==> config.mk <==
export PLATFORM = sky130hd
export DESIGN_NAME = pmst_ram
export DESIGN_NICKNAME = d
export VERILOG_FILES = /design/src/pmst_ram.sv
export SDC_FILE = /design/constraint.sdc
export NUM_CORES = 2
export LEC_CHECK = 0
export BUFFER_PORTS_ARGS = -buffer_cell sky130_fd_sc_hd__buf_2
export CORE_MARGIN = 8
export CORE_UTILIZATION = 40
export CTS_CLUSTER_SIZE = 28
export DETAILED_ROUTE_END_ITERATION = 10
export PLACE_DENSITY = 0.53
export SETUP_SLACK_MARGIN = 0.5
export SYNTH_ARGS = -nofsm -noshare
export SYNTH_HDL_FRONTEND = slang
export SYNTH_SLANG_ARGS = --single-unit
==> constraint.sdc <==
create_clock -name aclk -period 4 [get_ports aclk]
set_input_delay 0.8 -clock aclk [delete_from_list [all_inputs] [get_ports aclk]]
set_output_delay 0.8 -clock aclk [all_outputs]
set_load 0.01 [all_outputs]
==> src/pmst_ram.sv <==
`timescale 1ns / 1ps
`default_nettype none

module pmst_ram #(
    parameter int WIDTH = 16,
    parameter int DEPTH = 256
) (
    input  wire logic                     aclk,
    input  wire logic                     we,
    input  wire logic [$clog2(DEPTH)-1:0] waddr,
    input  wire logic [WIDTH-1:0]         wdata,
    input  wire logic                     re,
    input  wire logic [$clog2(DEPTH)-1:0] raddr,
    output logic      [WIDTH-1:0]         rdata
);

    logic [WIDTH-1:0] mem_reg [DEPTH];
    logic [WIDTH-1:0] rdata_reg;

    always_ff @(posedge aclk) begin
        if (we) begin
            mem_reg[waddr] <= wdata;
        end
        if (re) begin
            rdata_reg <= mem_reg[raddr];
        end
    end

    assign rdata = rdata_reg;

endmodule

`default_nettype wire

### After elaboration in Yosys (flattened, before gate mapping)

Memories as Yosys holds them, arrays and structs flattened. A register that Yosys moved wholly into a read port is not among the register bits.
Index checks and enable logic that the tools add are counted.

* bits of input ports: 35
* memory bits (writable): 4096
* memories: 1
* flip-flop bits (word level): 0

* multiplexer cells: 2

Memories
* mem_reg: words 256, width 16, read ports 1, clocked after Yosys merged registers in 1, write ports 1, RTL line 17 `logic [WIDTH-1:0] mem_reg [DEPTH];`

Operators by type and width (number)
* $mux W1: 2

### Depth between registers and ports, before layout

* depth in word-level cells: 2
* gate-level depth with buffers: 12
* depth with buffers taken out: 6

### Least setup slack after synthesis

OpenSTA, ideal clock, no wires.

* kind: input to register
* start: input port raddr[0]
* end: register rdata_reg[4], in the netlist rdata[4] (read register of mem_reg) (data pin)
* stages: 8
* buffers on the path: 3
* setup slack: 0.951 ns
* arrival time: 2.784 ns
* cells stage by stage: buf_6 > buf_6 > buf_2 > mux4_2 > mux4_2 > a22o_1 > o32ai_2 > nor4_2

RTL lines
* start, declared: RTL line 13 `input wire logic [$clog2(DEPTH)-1:0] raddr,`
* end, declared: RTL line 18 `logic [WIDTH-1:0] rdata_reg;`

==> results by group <==
Global routing
  • GRT Overall Usage: 0.210
  • Grt ovf: 0
  • Pin count of the biggest net entering global routing: 145
  • First-pass GRT wire length: 629 mm
  • Vias in the first global route: 79800
  • Initial antenna violation count: 26

Clock network
  • Root buffer cell: clkbuf_16
  • Clock Tree Buf Depth: 4
  • CTS Buf Count: 418
  • Skew-Pair Late Insertion Delay: 0.99 ns
  • Sink Count: 4112
  • CTS HTree Levels: 5
  • TritonCTS clock tree: done
  • Clock Pin Slew Worst Setup and Hold Paths: 0.06 ns

Timing
  • Part of the cycle the worst path needs: 0.873
  • Worst Skew: 0.0518 ns
  • Setup WS post-layout: 0.508 ns
  • Post-layout minimum cycle time: 3.49 ns
  • Final setup vio count: 0
  • Worst Tran Pin Value: 1.40 ns
  • Setup TNS: 0 ns
  • Final Max Slew Viols: 0
  • Hold slack: 0.260 ns
  • Maximum clock rate: 286 MHz
  • RSZ-0062 raised after global routing: no
  • Final hold vios: 0
  • Rel. slew slack: 0.0648

Synth
  • Mapped Nets: 7395
  • Dominant cells by area after synthesis: edfxtp_1 (78%), mux4_2 (11%), mux2i_1 (3.6%)
  • Syn Inst Count: 7360
  • Mapped cell area: 0.159 mm2
  • Netlist cell types: 51
  • Top cell type's share of synthesized area: 0.777
  • Share of the yosys chip area belonging to registers: 0.777
  • Mapped Avg Cell Area: 21.6 um2
  • Synth area leader: edfxtp_1
  • FF+latch count, synth: 4112
  • Yosys warns: 0

Floorplanning
  • Die ar.: 0.418 mm2
  • Site row count: 231
  • Ports: 51
  • Die H: 646 um
  • CORE AREA: 0.396 mm2
  • Initial core utilization: 0.402
  • Width of the die: 646 um

Layout
  • Share of cells above drive strength 1: 0.288
  • Layout fillers: 32600
  • Finished Core Util: 0.466
  • Max reg flops: 4096
  • Synth-to-layout area growth: 16.1%
  • Fin nets: 8198
  • Non-filler cells, final: 13700

Setup path
  • Worst Setup End Kind: flop
  • CP endpoint: rdata[2]
  • CP startpoint: raddr[0]
  • R2r startpoint: mem_reg[3][2]
  • Reg2Reg Depth: 7
  • CP Class: primary input to flop
  • Reg-to-reg slack, setup: 0.73 ns
  • Req. time, crit path: 4.70 ns
  • CP arrival: 4.19 ns
  • Reg-to-Reg End: rdata[2]
  • Crit Path Max Fanout: 11
  • CP startpoint kind: primary input

Worst hold path
  • HP Class: primary input to flop
  • Hold path start: wdata[2]

Power
  • PwrDens: 492 mW/mm2
  • Peak VDD IR: 0.000363 V
  • Leakage Power: 58.9 nW

Route
  • Drt first pass iters: 6
  • Remaining DRCs: 0
  • Final ANT Viol Nets: 0
  • Initial drt markers: 9279
  • Vias: 79700
  • Via density: 5.80
  • Routed len/inst: 32.7 um
  • Routed WL: 450 mm

Placement
  • IO Port Bufs: 50
  • Placed Instances: 13000
  • Hpwl dp: 278 mm
  • Place WS: -0.720 ns
  • GPL Wtd Cong: 0.875

Job
  • Max_cap viols: 0

Outcome
  • Outcome: finished, final reports clean
[cells by family after synthesis]
group | after synthesis | synth area share
buf+inv | 456 | 0.0169
mux | 1450 | 0.155
simple gates | 556 | 0.0157
compound gates | 786 | 0.0353
flops | 4112 | 0.777
[cells in the final DEF, fill, tap and decap left out, types with 78 or more instances in the layout]
master,netlist,final
mux2_2,88,88
edfxtp_1,4112,4112
clkinv_1,0,93
mux4_2,797,797
buf_4,26,653
o22ai_1,148,148
a21oi_1,175,175
buf_12,5,134
mux2i_1,565,565
clkbuf_1,230,87
nor2_1,304,183
clkbuf_16,0,422
nor3_1,92,89
nor2_2,0,120
clkinv_2,0,78
o221ai_1,252,252
[layer usage]
| layer | up-vias | part of all wire | GRT usage |
|---|---|---|---|
| li1 | 33000 | - | - |
| met2 | 2969 | 0.48 | 0.346 |
| met4 | 0 | 0.032 | 0.0597 |
| met1 | 43200 | 0.41 | 0.290 |
| met3 | 610 | 0.070 | 0.0368 |
| met5 | - | 0 | 0 |
[critical path, stage by stage]
cell     delay (ns)
buf_12         0.15
buf_12         0.20
buf_12         0.17
buf_12         0.16
mux4_2         0.51
mux2_2         0.28
a22oi_1        0.49
nand2_1        0.35
o32ai_2        0.71
buf_4          0.22
nor4_1         0.04
[metrics by stage]
step	cell area [um2]	power, mW
floorplan	159000	50.8
global placement	171000	53.4
detailed placement	171000	53.4
CTS	184000	91.5
global route	185000	93.2
finish	185000	90.7
[cell type report]
type / instances / area [um2] / share of cell area
sequential: 4112 / 123000 / 0.669
multi-input combinational: 2792 / 33100 / 0.180
inverter: 4 / 27.5 / 0.000149
antenna: 7 / 17.5 / 0.0000949
tap: 5242 / 6560 / 0.0355
clock buffer: 509 / 10900 / 0.0590
clock inverter: 247 / 2400 / 0.0130
timing repair buffer: 835 / 8010 / 0.0434
[synth_stat cells (all sizes together)]
library cell and count:
nand3b 1, and3 11, and4 2, nor4 18, a22oi 43, edfxtp 4112
or3b 1, a221oi 28, nand3 35, nand4b 3, a31oi 6, nand4 26
o31ai 16, a21oi 175, o221ai 253, nor2 304, inv 4, o32ai 21
or4b 1, nand2 38, a211oi 18, mux2i 565, nand2b 3, a22o 32
mux4 797, nor3 92, clkbuf 230, a21o 2, o21ai 38, or2 5
or3 2, nor3b 1, a2111oi 6, mux2 88, nor2b 9, buf 222
and2 2, nor4bb 2, o22ai 148
[how the worst min path moves through the flow]
stage	depth (start not counted)	end
CTS	1	mem_reg[246][5]
floorplan	0	mem_reg[0][0]
global route	1	mem_reg[243][5]
finish	1	mem_reg[52][2]
global placement	6	rdata[7]
detailed placement	6	rdata[7]
[power breakdown]
part / internal (mW) / leakage [nW] / switching, mW
sequential: 47.5 / 37.0 / 0.0637
clock: 21.8 / 6.48 / 16.5
combinational: 1.78 / 15.4 / 3.12
[repair_timing]
action	CTS	global route
endpoints found under the hold margin	0	0
hold buffers	0	0
endpoints found under the setup margin	1	0
resized for setup	1	0
setup buffers	0	0
No activity file was read; power rests on OpenSTA's default activity.
