`config.mk`:
```
export PLATFORM = sky130hd
export DESIGN_NAME = pmst_cell
export DESIGN_NICKNAME = d
export VERILOG_FILES = /design/src/pmst_pkg.sv /design/src/pmst_cell.sv
export SDC_FILE = /design/constraint.sdc
export NUM_CORES = 1
export LEC_CHECK = 0
export BUFFER_PORTS_ARGS = -buffer_cell sky130_fd_sc_hd__buf_2
export CORE_ASPECT_RATIO = 0.9
export CORE_MARGIN = 4
export CORE_UTILIZATION = 51
export CTS_BUF_LIST = sky130_fd_sc_hd__clkbuf_8
export CTS_CLUSTER_SIZE = 30
export DETAILED_ROUTE_END_ITERATION = 12
export PLACE_DENSITY = 0.82
export SLEW_MARGIN = 20
export SYNTH_ARGS = -nofsm -noshare
export SYNTH_HDL_FRONTEND = slang
export SYNTH_SLANG_ARGS = --single-unit
```
`constraint.sdc`:
```
create_clock -name aclk -period 3.2 [get_ports aclk]
set_input_delay 0.64 -clock aclk [delete_from_list [all_inputs] [get_ports aclk]]
set_output_delay 0.64 -clock aclk [all_outputs]
set_load 0.01 [all_outputs]
```
`src/pmst_pkg.sv`:
```
`timescale 1ns / 1ps
`default_nettype none

package pmst_pkg;

    localparam int OP_W    = 1;
    localparam int VTX_W   = 4;
    localparam int EW_W    = 16;
    localparam int COUNT_W = 5;

    localparam int VCOUNT_RESET = 16;

    localparam logic [OP_W-1:0] OP_LOAD = 1'b0;
    localparam logic [OP_W-1:0] OP_RUN  = 1'b1;

    typedef struct packed {
        logic [OP_W-1:0]  operation;
        logic [VTX_W-1:0] row_vertex;
        logic [VTX_W-1:0] col_vertex;
        logic [EW_W-1:0]  edge_weight;
    } pmst_in_t;

    typedef struct packed {
        logic [VTX_W-1:0] parent_vertex;
        logic [VTX_W-1:0] child_vertex;
        logic             last_edge;
    } pmst_out_t;

    // broadcast strobes from the sequencer to every cell
    typedef struct packed {
        logic init;
        logic relax;
        logic commit;
    } pmst_ctl_t;

endpackage

`default_nettype wire

```
`src/pmst_cell.sv`:
```
`timescale 1ns / 1ps
`default_nettype none

module pmst_cell #(
    parameter int VW  = 4,
    parameter int CW  = 5,
    parameter int WB  = 16,
    parameter int IDX = 1
) (
    input  wire logic                 aclk,
    input  wire logic                 aresetn,
    input  wire pmst_pkg::pmst_ctl_t  ctl,
    input  wire logic [VW-1:0]        bus_col,
    input  wire logic [VW-1:0]        bus_k,
    input  wire logic [WB-1:0]        bus_w,
    input  wire logic [CW-1:0]        n,
    input  wire logic                 tok_in_valid,
    input  wire logic [WB-1:0]        tok_in_low,
    input  wire logic [VW-1:0]        tok_in_idx,
    input  wire logic [VW-1:0]        tok_in_par,
    output logic                      tok_out_valid,
    output logic      [WB-1:0]        tok_out_low,
    output logic      [VW-1:0]        tok_out_idx,
    output logic      [VW-1:0]        tok_out_par
);

    import pmst_pkg::*;

    localparam logic [VW-1:0] MY_IDX = VW'(IDX);
    localparam logic [CW-1:0] MY_CNT = CW'(IDX);

    logic [WB-1:0] cost_reg;
    logic [VW-1:0] parent_reg;
    logic          in_tree_reg;
    logic          tok_valid_reg;
    logic [WB-1:0] tok_low_reg;
    logic [VW-1:0] tok_idx_reg;
    logic [VW-1:0] tok_par_reg;

    logic active;
    logic hit;
    logic take;

    assign active = MY_CNT < n;
    assign hit    = bus_col == MY_IDX;
    // strict compare keeps the lowest index on a tie, the token runs upward
    assign take   = active && !in_tree_reg && (cost_reg < tok_in_low);

    always_ff @(posedge aclk) begin
        if (!aresetn) begin
            in_tree_reg   <= 1'b0;
            tok_valid_reg <= 1'b0;
        end else begin
            tok_valid_reg <= tok_in_valid;
            if (ctl.init && hit) begin
                in_tree_reg <= 1'b0;
            end else if (ctl.commit && bus_k == MY_IDX) begin
                in_tree_reg <= 1'b1;
            end
        end

        if (ctl.init && hit) begin
            cost_reg   <= bus_w;
            parent_reg <= '0;
        end else if (ctl.relax && hit && !in_tree_reg && bus_w < cost_reg) begin
            cost_reg   <= bus_w;
            parent_reg <= bus_k;
        end

        if (take) begin
            tok_low_reg <= cost_reg;
            tok_idx_reg <= MY_IDX;
            tok_par_reg <= parent_reg;
        end else begin
            tok_low_reg <= tok_in_low;
            tok_idx_reg <= tok_in_idx;
            tok_par_reg <= tok_in_par;
        end
    end

    assign tok_out_valid = tok_valid_reg;
    assign tok_out_low   = tok_low_reg;
    assign tok_out_idx   = tok_idx_reg;
    assign tok_out_par   = tok_par_reg;

endmodule

`default_nettype wire

```
Yosys cells after proc, flatten, opt, wreduce, memory -nomap -nowiden
Index checks and enable logic that the tools add are counted.

word-level totals
  register bits after elaboration = 46
  output and inout port bits = 25
  logic and storage cells = 27

cells by class
  magnitude comparators = 3
  equality and inequality tests = 2
  muxes and demuxes = 4
  bitwise operators = 1
  reductions and logical operators = 10

operators by type and width
  kind                                                        number
  two-way mux 16 bit                                          3
  less-than comparator 16 bit                                 2
  equality test 4 x 1 -> 1 bit (second input constant)        2
  logical AND 1 bit                                           7
  less-than comparator 1 x 5 -> 1 bit (first input constant)  1
  two-way mux 4 bit                                           1
  nonzero test 2 bit                                          1
  OR reduction 2 bit                                          1
  zero test 1 bit                                             1
  inverter 1 bit                                              1

Longest topological paths before layout
  depth in word-level cells = 6
  gate-level depth with buffers = 9
  gate-level depth less buffers = 7

Worst setup path before layout
OpenSTA, ideal clock, no wires.

  path kind = input to register
  from = input bus_w[13]
  to = register cost_reg[0] (enable)
  setup time = 363 ps
  arrival time = 2,217 ps
  data required time = 2,837 ps
  slack = 620 ps
  cell stages on the path = 6
  buffers on the path = 0
  path through = ha_1 > nand4_1 > or3_1 > o32a_1 > nand3_1 > nand2_1

on the way
  cells in the longest elaborated chain, start to end = 3

RTL lines
  item                                 RTL line         RTL
  start, declared                      pmst_cell.sv:15  input wire logic [WB-1:0] bus_w,
  less-than comparator 16 bit          pmst_cell.sv:65  end else if (ctl.relax && hit && !in_tree_reg && bus_w < cost_reg) begin
  logical AND 1 bit                    pmst_cell.sv:65
  nonzero test 2 bit (no source line)  --
  end signal, assigned                 pmst_cell.sv:63  cost_reg <= bus_w;
  end signal, assigned                 pmst_cell.sv:66  cost_reg <= bus_w;
  end, declared                        pmst_cell.sv:32  logic [WB-1:0] cost_reg;

Every way passes these cells.
A chain may end at the register's enable or synchronous reset.

Worst setup path after layout
  from = input tok_in_low[14]
  to = register tok_idx_reg[3] (netlist: tok_out_idx[3])

on the way
  cells in the longest elaborated chain, start to end = 2

RTL lines
  item                         RTL line         RTL
  start, declared              pmst_cell.sv:18  input wire logic [WB-1:0] tok_in_low,
  less-than comparator 16 bit  pmst_cell.sv:47  assign take = active && !in_tree_reg && (cost_reg < tok_in_low);
  logical AND 1 bit            pmst_cell.sv:47
  end signal, assigned         pmst_cell.sv:76  tok_idx_reg <= tok_in_idx;
  end, declared                pmst_cell.sv:37  logic [VW-1:0] tok_idx_reg;

Every way passes these cells.

==> run_results.csv <==
group,metric,value,unit
global_routing,grt_pass1_wl,7624,um
detailed_routing,vias,1728,
detailed_routing,ant_nets,0,
setup_path,cp_top_family,"compound AO/OA/AOI/OAI gates",
global_routing,use_met1,21.38,%
setup_path,crit_chain,"buf_2 -> inv_1 -> ha_1 -> a21o_1 -> a2111oi_2 -> o21ai_1 -> a21o_1 -> buf_4 -> and2_1",
synthesis,synth_top_flop_cell,"dfxtp_1",
synthesis,netlist_top_cells_area,"dfxtp_1 27%, edfxtp_1 21%, ha_1 17%, mux2i_1 8.5%, inv_1 5.0%",
cts,h-tree-depth,2,
timing,fmax,403.6,MHz
cts,cts_tree,"done",
synthesis,synth_nets,285,
floorplan,core,4156,um2
cts,cts_buffers,5,
cts,postCtsSetupBuffers,0,
placement,portBuffers,82,
hold_path,hold_depth,2,
setup_path,worst_setup_path_end_kind,"register",
power_and_ir_drop,powerDensity,427.3,nW/um2
floorplan,dieArea,5539,um2
global_routing,antenna_found_initial,0,
global_routing,grt_overflow,0,
timing,setup_tns,0,ns
global_routing,grt_use_total,17.70,%
cts,ctsHoldBuffers,0,
setup_path,critPathKind,"input port to register",
power_and_ir_drop,power.total,1.200,mW
setup_path,cp.arrival,2.67,ns
timing,grt_setup_unrepaired,"false",
power_and_ir_drop,peakVddDrop,0.2996,mV
floorplan,fp.dieH,71.01,um
cts,ctsResizeCount,0,
synthesis,yosysUniqueCellTypes,40,
synthesis,syn_area,2250,um2
setup_path,slowest_stage,"a21o_1",
floorplan,die_w,78.01,um
detailed_routing,post_drt_wl_per_cell,13.75,um
setup_path,crit_fanout,14,
job,cap_violations,0,
cts,clockBufferDepth,2,
detailed_routing,wirelength,4758,um
final_layout,seqCellArea,1081,um2
timing,maxSlewHeadroom,52.38,%
cts,cts_root_buf,"clkbuf_8",
final_layout,num_antenna_cells,0,
setup_path,rr_worst_depth,7,
final_layout,multi_input_area,1020,um2
setup_path,critPathMaxStageDelay,0.42,ns
synthesis,yosysSeqAreaShare,48.05,%
final_layout,layout_commonest_cell,"buf_2",
floorplan,pin_count,84,
synthesis,ys_seq_elements,46,
synthesis,synthArstFlopShare,0,%
detailed_routing,drt-pass1-iter-count,6,
cts,clk_pin_slew_worst_paths,0.09,ns
final_layout,fin_nets,374,
setup_path,worstPathRequired,3.40,ns
timing,finalCriticalPeriod,2.478,ns
final_layout,mostFrequentLayoutCells,"82 x buf_2, 31 x inv_1, 30 x ha_1, 30 x dfxtp_1, 19 x mux2i_1",
timing,hold_violations,0,
final_layout,drive_gt1_share,34.62,%
timing,fin_crit_sh,77.43,%
hold_path,hold_class,"register to register",
cts,clock_latency,0.29,ns
power_and_ir_drop,p_leak,1.491,nW
setup_path,crit_top_cell,"a21o_1",
floorplan,num_rows,22,
setup_path,path_depth,9,
synthesis,syn_inst,196,
placement,gp_congestion,0.7956,
global_routing,grt_max_degree,17,
global_routing,grt_pass1_vias,1730,
timing,fin_skew,0.01141,ns
setup_path,worst-path-buf-inv,3,
detailed_routing,drcViolationCount,0,
synthesis,syn_area_per_cell,11.48,um2
cts,clkSinkCount,46,
timing,final-max-slew-violation-count,0,
global_routing,use_met3,5.089,%
synthesis,synth_top_area_share,26.70,%
global_routing,top_usage_layer,"met2",
global_routing,grt_use_met2,30.13,%
setup_path,cp-start-kind,"input port",
detailed_routing,vias_per_cell,4.994,
placement,hpwl,3889,um
detailed_routing,drt_iter0_drc,75,
final_layout,area_growth,24.81,%
outcome,status,"finished, final reports clean",
floorplan,start_util,54.12,%
synthesis,yosys_warnings,0,
timing,setup_violations,0,
timing,tightest_slew,0.7143,ns
final_layout,nFillCells,321,
synthesis,synth-edff-count,16,
synthesis,yosysTopAreaCell,"dfxtp_1",
## final timing paths
path                   from             end  slack, ns
min           parent_reg[3]   parent_reg[3]       0.47
max reg2reg    cost_reg[14]  tok_out_idx[3]       0.79
min reg2reg   parent_reg[3]   parent_reg[3]       0.47
max          tok_in_low[14]  tok_out_idx[3]       0.72
## report_power, final
part	switching [mW]	internal (mW)
registers	0.0132	0.646
logic	0.101	0.104
clock network	0.185	0.151
## synth_stat cells, drive strengths merged (4+ instances only)
cell	instances
nand4	4
ha	30
and2	4
o21ai	4
nand2	12
a21oi	5
edfxtp	16
dfxtp	30
a21o	4
mux2i	19
inv	30
mux2	5
## through the flow
stage	cell area, um2	hold WS (ns)	std cells	worst slack (ns)	util [%]
2_1_floorplan	2250	0.4355	196	0.6199	-
3_3_place_gp	2721	0.4482	338	0.4483	65.47
3_5_place_dp	2721	0.4608	338	0.4316	65.47
4_1_cts	2808	0.4734	346	0.7510	67.55
5_1_grt	2808	0.5083	346	0.5079	67.55
6_report	2808	0.4668	346	0.7222	67.55
## final cells by class
| cell class | instances | share of cell area (%) |
|---|---|---|
| Clock buffer | 5 | 2.451 |
| Clock inverter | 3 | 0.6239 |
| Inverter | 30 | 4.011 |
| Tap cell | 60 | 2.674 |
| Multi-Input combinational cell | 117 | 36.32 |
| Timing Repair Buffer | 85 | 15.42 |
| Sequential cell | 46 | 38.50 |
## routing by layer
layer,vias up,share of wire (%)
met2,72,48
met5,-,0
met1,776,43
met3,6,7.5
met4,0,1.1
li1,874,-
## logic make-up (layout without fill, tap and decap cells)
kind of cell | Yosys count | after routing | share of synthesized area, %
AOI/OAI and AO/OA | 28 | 28 | 9.233
DFF | 46 | 46 | 48.05
buffers and inverters | 33 | 123 | 6.618
and+or+nand+nor | 35 | 35 | 8.287
adders and majority gates | 30 | 30 | 16.69
muxes | 24 | 24 | 11.12
## worst register-to-register path: cells and delay by family, from the launching register on
kind / cells / cell delay [ns]
AND/OR/NAND/NOR: 1 / 0.15
adder cells (fa/ha/maj): 1 / 0.34
AO/OA/AOI/OAI: 4 / 1.12
flip-flops: 1 / 0.40
buffers and inverters: 1 / 0.29
Power figures use the tool's default switching activity.
